**src/rtl/htbd_ram.sv**
```systemverilog
// Generic simple dual-port RAM: one write port, one read port with registered data.
// No dependencies.
`default_nettype none

module htbd_ram #(
    parameter int WIDTH = 8,
    parameter int DEPTH = 256
) (
    input  wire logic                     clk,
    input  wire logic                     wr_en,
    input  wire logic [$clog2(DEPTH)-1:0] wr_addr,
    input  wire logic [WIDTH-1:0]         wr_data,
    input  wire logic                     rd_en,
    input  wire logic [$clog2(DEPTH)-1:0] rd_addr,
    output logic      [WIDTH-1:0]         rd_data
);

    logic [WIDTH-1:0] mem [DEPTH];

    always_ff @(posedge clk)
    begin
        if (wr_en)
        begin
            mem[wr_addr] <= wr_data;
        end
        if (rd_en)
        begin
            rd_data <= mem[rd_addr];
        end
    end

endmodule

`default_nettype wire

```
**config.mk**
```make
export PLATFORM = sky130hd
export DESIGN_NAME = htbd_ram
export DESIGN_NICKNAME = d
export VERILOG_FILES = /design/src/rtl/htbd_ram.sv
export SDC_FILE = /design/constraint.sdc
export NUM_CORES = 2
export LEC_CHECK = 0
export BUFFER_PORTS_ARGS = -buffer_cell sky130_fd_sc_hd__buf_2
export CAP_MARGIN = 30
export CORE_ASPECT_RATIO = 0.5
export CORE_MARGIN = 5
export CORE_UTILIZATION = 46
export DETAILED_ROUTE_END_ITERATION = 10
export PLACE_DENSITY = 0.6
export SLEW_MARGIN = 20
export SYNTH_ARGS = -nofsm -noshare
export SYNTH_HDL_FRONTEND = slang
export SYNTH_SLANG_ARGS = --single-unit
export TNS_END_PERCENT = 1
```
**constraint.sdc**
```tcl
create_clock -name clk -period 2.3 [get_ports clk]
set_clock_uncertainty 0.05 [all_clocks]
set_input_delay 0.23 -clock clk [delete_from_list [all_inputs] [get_ports clk]]
set_output_delay 0.23 -clock clk [all_outputs]
set_load 0.02 [all_outputs]
```
# After elaboration in Yosys (flattened, before gate mapping)
# Memory sizes are Yosys's and may differ from the RTL's. A register that Yosys moved wholly into a read port is not among the register bits.
# Index checks and enable logic that the tools add are counted.
dict set report op_classes {
  mux 2
}
# op n
set op_table {}
lappend op_table {{$mux W1} 2}
dict set report word_totals {
  register_bits 0
  ram_bits 2048
  inputBits 27
  out_inout_bits 8
  wordCells 3
  mem_count 1
}
# name depth width read_ports rd_ports_with_merged_regs wr line
set memory_table {}
lappend memory_table {mem 256 8 1 1 1 18} ;# logic [WIDTH-1:0] mem [DEPTH];

# Logic depth before layout (Yosys ltp)
dict set report logic_depth {
  word_depth 2
  ltp_mapped 11
  depth_no_buf 6
}

# Least setup slack after synthesis
# No wires, ideal clock.
dict set report synth_path {
  path_kind {input -> register}
  start {input port rd_addr[0]}
  end {register rd_data[2], read port of mem (data pin)}
  setup_time_ns 0.269
  arrival_time_ns 2.037
  t_required_ns 1.981
  slack_ns -0.056
  stages 9
  path_buffers 4
  cell_sequence {buf_6 -> buf_12 -> buf_8 -> buf_2 -> mux4_2 -> a22oi_1 -> a21oi_1 -> nor4_1 -> nor4_2}
}
# item line
set synth_lines {}
lappend synth_lines {{start, declared} 14} ;# input wire logic [$clog2(DEPTH)-1:0] rd_addr,
lappend synth_lines {{end, declared} 15} ;# output logic [WIDTH-1:0] rd_data

==> out/summary.log <==
[timing] slew at the pin closest to its max-slew limit 0.793 ns
[worst_hold_path] Worst Min Path Start wr_addr[2]
[setup_path] data required time of the critical path 2.78 ns
[floorplanning] top-level port count 35
[route] Final Routed Wirelength 207 mm
[placed_design] weighted congestion at the end of routability-driven global placement 0.860
[clock_network] Clock Tree Buf Depth 4
[route] drc violations 0
[job] # Max-Cap Violations 0
[grt] antenna violations before repair 16
[route] number of optimization iterations in the first detailed-route pass 6
[setup_path] FF-to-FF Start mem[139][2]
[worst_hold_path] worst hold path endpoint mem[204][4]
[route] vias per inst 6.01
[clock_network] Clock Latency Late Sink 0.83 ns
[timing] Total Neg Setup Slack -1.15 ns
[clock_network] Reg clk slew, reported paths 0.06 ns
[floorplanning] Total Die Area 182000 sq um
[setup_path] cell mode on critical path mux4_2
[route] Final ANT Viol Nets 0
[timing] final-report hold violation count 0
[route] First DRT Iteration DRCs 5789
[grt] GRT Util Overall 22.7%
[setup_path] endpoint arrival time on the critical path 3.00 ns
[power] leakage power total 30.2 nW
[setup_path] endpoint of the worst register-to-register path rd_data[2]
[grt] via count of the first global-routing pass 41300
[grt] maximum number of pins on one net before global-route repair 97
[synth] sequential cell area fraction in the yosys report 77.5%
[floorplanning] Std-Cell Rows 108
[setup_path] delay of the slowest critical-path stage 0.53 ns
[cells_and_area] fillcell total 13100
[timing] achievable clock frequency 397 MHz
[route] Via Count 41400
[synth] main area contributors after synthesis edfxtp_1, mux4_2, mux2i_1
[timing] post-route worst hold slack 0.115 ns
[setup_path] critical path capture point type register
[clock_network] number of buffers inserted by post-CTS setup repair 0
[clock_network] Sink Count 2056
[synth] average size of a mapped cell 21.3 sq um
[outcome] result of the run complete, but fails checks
[setup_path] Reg2Reg Depth 6
[cells_and_area] number of nets in the final layout 4474
[power] pwr dens 796 nW/um^2
[timing] final critical-path share of the clock period 110%
[setup_path] minimum setup slack among reg-to-reg paths -0.22 ns
[timing] number of pins exceeding their max-slew limit in the final report 0
[placed_design] dpl hpwl 137 mm
[synth] cell count after synthesis 3733
[grt] wire length of the first global-routing pass 300 mm
[timing] remaining max-slew budget at the tightest pin 47.1%
[synth] cell type contributing the most total cell area after synthesis edfxtp_1
[floorplanning] Die Span Y 304 um
[setup_path] worst path cell trace mux4_2 > mux4_2 > nor2_2 > a2111oi_2 > nor3_4 > nor4_2
[floorplanning] die width 598 um
[cells_and_area] most frequent standard cell in the layout excluding fill and tap cells edfxtp_1
[clock_network] CTS Root Cell clkbuf_16
[clock_network] depth of the CTS H-tree 4
[timing] crit path setup slack, layout -0.219 ns
[synth] Post-Synthesis Net Count 3760
[setup_path] Crit Path Category reg -> reg
[synth] EDFF count, synth 2056
[synth] dominant register cell in the synthesized netlist edfxtp_1
[worst_hold_path] worst hold stages 4
[placed_design] Inst Count DP 6560
[route] routed wire length per instance 30.1 um
[cells_and_area] layout cell share with drive strength beyond 1 32.5%
[timing] clock period minus worst slack 2.52 ns
[floorplanning] Core Box Area 173000 sq um
[synth] share of synthesized flip-flops with an asynchronous set or reset 0%
[synth] #FFs+latches synth 2056
[synth] count of distinct cell types in the synthesized netlist 54
[outcome] failing checks setup timing
[floorplanning] Initial Utilization 46.1%
[placed_design] count of input and output buffers 34
[timing] Setup-failing EPs final 8
[setup_path] Max Fanout on Critical Path 1
[setup_path] start point of the critical path mem[139][2]
[power] peak supply drop 0.633 mV
[cells_and_area] Area growth syn-to-layout 17.7%
[synth] Syn. warnings 0
[synth] Syn Std Cell Area 79600 sq um
[worst_hold_path] Min-Delay Path Class in -> reg
[cells_and_area] core utilization of the finished layout 54.2%
[cells_and_area] leading cell types in the layout, fill and taps excluded edfxtp_1, buf_4, mux4_2, nor2_1, clkbuf_16
[clock_network] CTS buffer count 186
[setup_path] type of element launching the critical path register
[clock_network] CTS tree built
[placed_design] worst slack after detailed placement -1.15 ns
[timing] RSZ-0062 raised after global routing yes
[cells_and_area] final non-filler cell total 6892
[synth] share of the synthesized area in the top cell type 77.5%
[setup_path] cell with the largest stage delay on the worst path mux4_2
[grt] total congestion overflow after global routing 0
## report_power, final
group | leakage (nW) | switching [mW] | total, mW | internal, mW
clock | 2.65 | 13.2 | 28.7 | 15.5
sequential | 18.5 | 0.0590 | 41.4 | 41.3
combinational | 9.10 | 2.69 | 4.51 | 1.82
total | 30.2 | 16.0 | 74.6 | 58.6
## cells in the mapped netlist, types with 2 or more instances
library cell  count
edfxtp_1       2056
o22a_1            5
nor4_1           24
a311oi_1          2
o22ai_1          28
mux2i_1         134
o32ai_1           4
buf_2            31
a21oi_1          96
a22oi_1         133
nand3b_1          2
a31oi_1           2
o21ai_1           2
nand2_1          33
a2111oi_0         2
or2_2             4
a221oi_1         13
and2_1            6
o221ai_1         46
buf_1            22
nor4_2            3
mux4_2          454
and3b_1           2
o211ai_1         10
nand3_1          34
buf_6            21
nor3_1           22
buf_12            8
a2111oi_1         2
buf_4            27
a211oi_1         16
mux4_1            2
nand4_1          10
buf_8            13
nor2b_1          31
nand2b_1          8
a22o_1            8
clkbuf_1        111
o21ai_0          10
nor2_1          282
## per-stage QoR
stage                     area (sq um)  power (mW)
after floorplan                  79700        44.2
after global placement           87900        46.5
after detailed placement         87900        46.6
after CTS                        93700        75.1
after global routing             93700        77.1
final                            93700        74.6
## what timing repair did
action	CTS	global route
hold endpoints to repair	590	0
pin swaps	10	9
cloned	0	0
resized for setup	42	5
setup endpoints to repair	8	8
hold buffers	9	0
## routing by layer
| metal | GRT usage [%] | wire, um |
|---|---|---|
| met2 | 34.5 | 95400 |
| met1 | 34.5 | 88100 |
| met3 | 4.46 | 19400 |
| met5 | 0 | 0 |
| met4 | 5.00 | 4530 |
## worst max-delay path by stage
stage / end / slack (ns) / cells after the start
3_5_place_dp: rd_data[7] / -1.15 / 11
6_report: rd_data[2] / -0.22 / 6
3_3_place_gp: rd_data[7] / -1.32 / 9
5_1_grt: rd_data[4] / -0.22 / 6
2_1_floorplan: rd_data[0] / -0.00006 / 9
4_1_cts: rd_data[2] / -0.22 / 6
## kinds of logic (layout without fill, tap and decap cells)
kind of cell | Yosys count | in the layout | share of synthesized area (%)
AOI/OAI and AO/OA | 385 | 385 | 3.42
buffers and inverters | 235 | 1082 | 1.83
DFF | 2056 | 2056 | 77.5
muxes | 591 | 591 | 14.6
other | 0 | 2 | 0
and+or+nand+nor | 466 | 466 | 2.63
## registers in the layout, indices dropped and copies added (netlist names)
name	cells
mem	2048
rd_data	8
## final cells by class
type                            instances  area, sq um  area share [%]
Inverter                                2         7.51         0.00801
Multi-Input combinational cell       1442        16800            17.9
Sequential cell                      2056        61700            65.9
Clock inverter                         88          554           0.592
Tap cell                             2310         2890            3.08
Antenna cell                            2         5.00         0.00534
Clock buffer                          233         4870            5.20
Timing Repair Buffer                  759         6860            7.32
## worst max-delay path, delay by kind of cell (launching register included)
family             cells  cell delay, ns
muxes                  2            1.04
DFF                    1            0.36
and+or+nand+nor        3            0.70
AOI/OAI and AO/OA      1            0.07
Note: power is estimated with default switching activity, not from simulation.
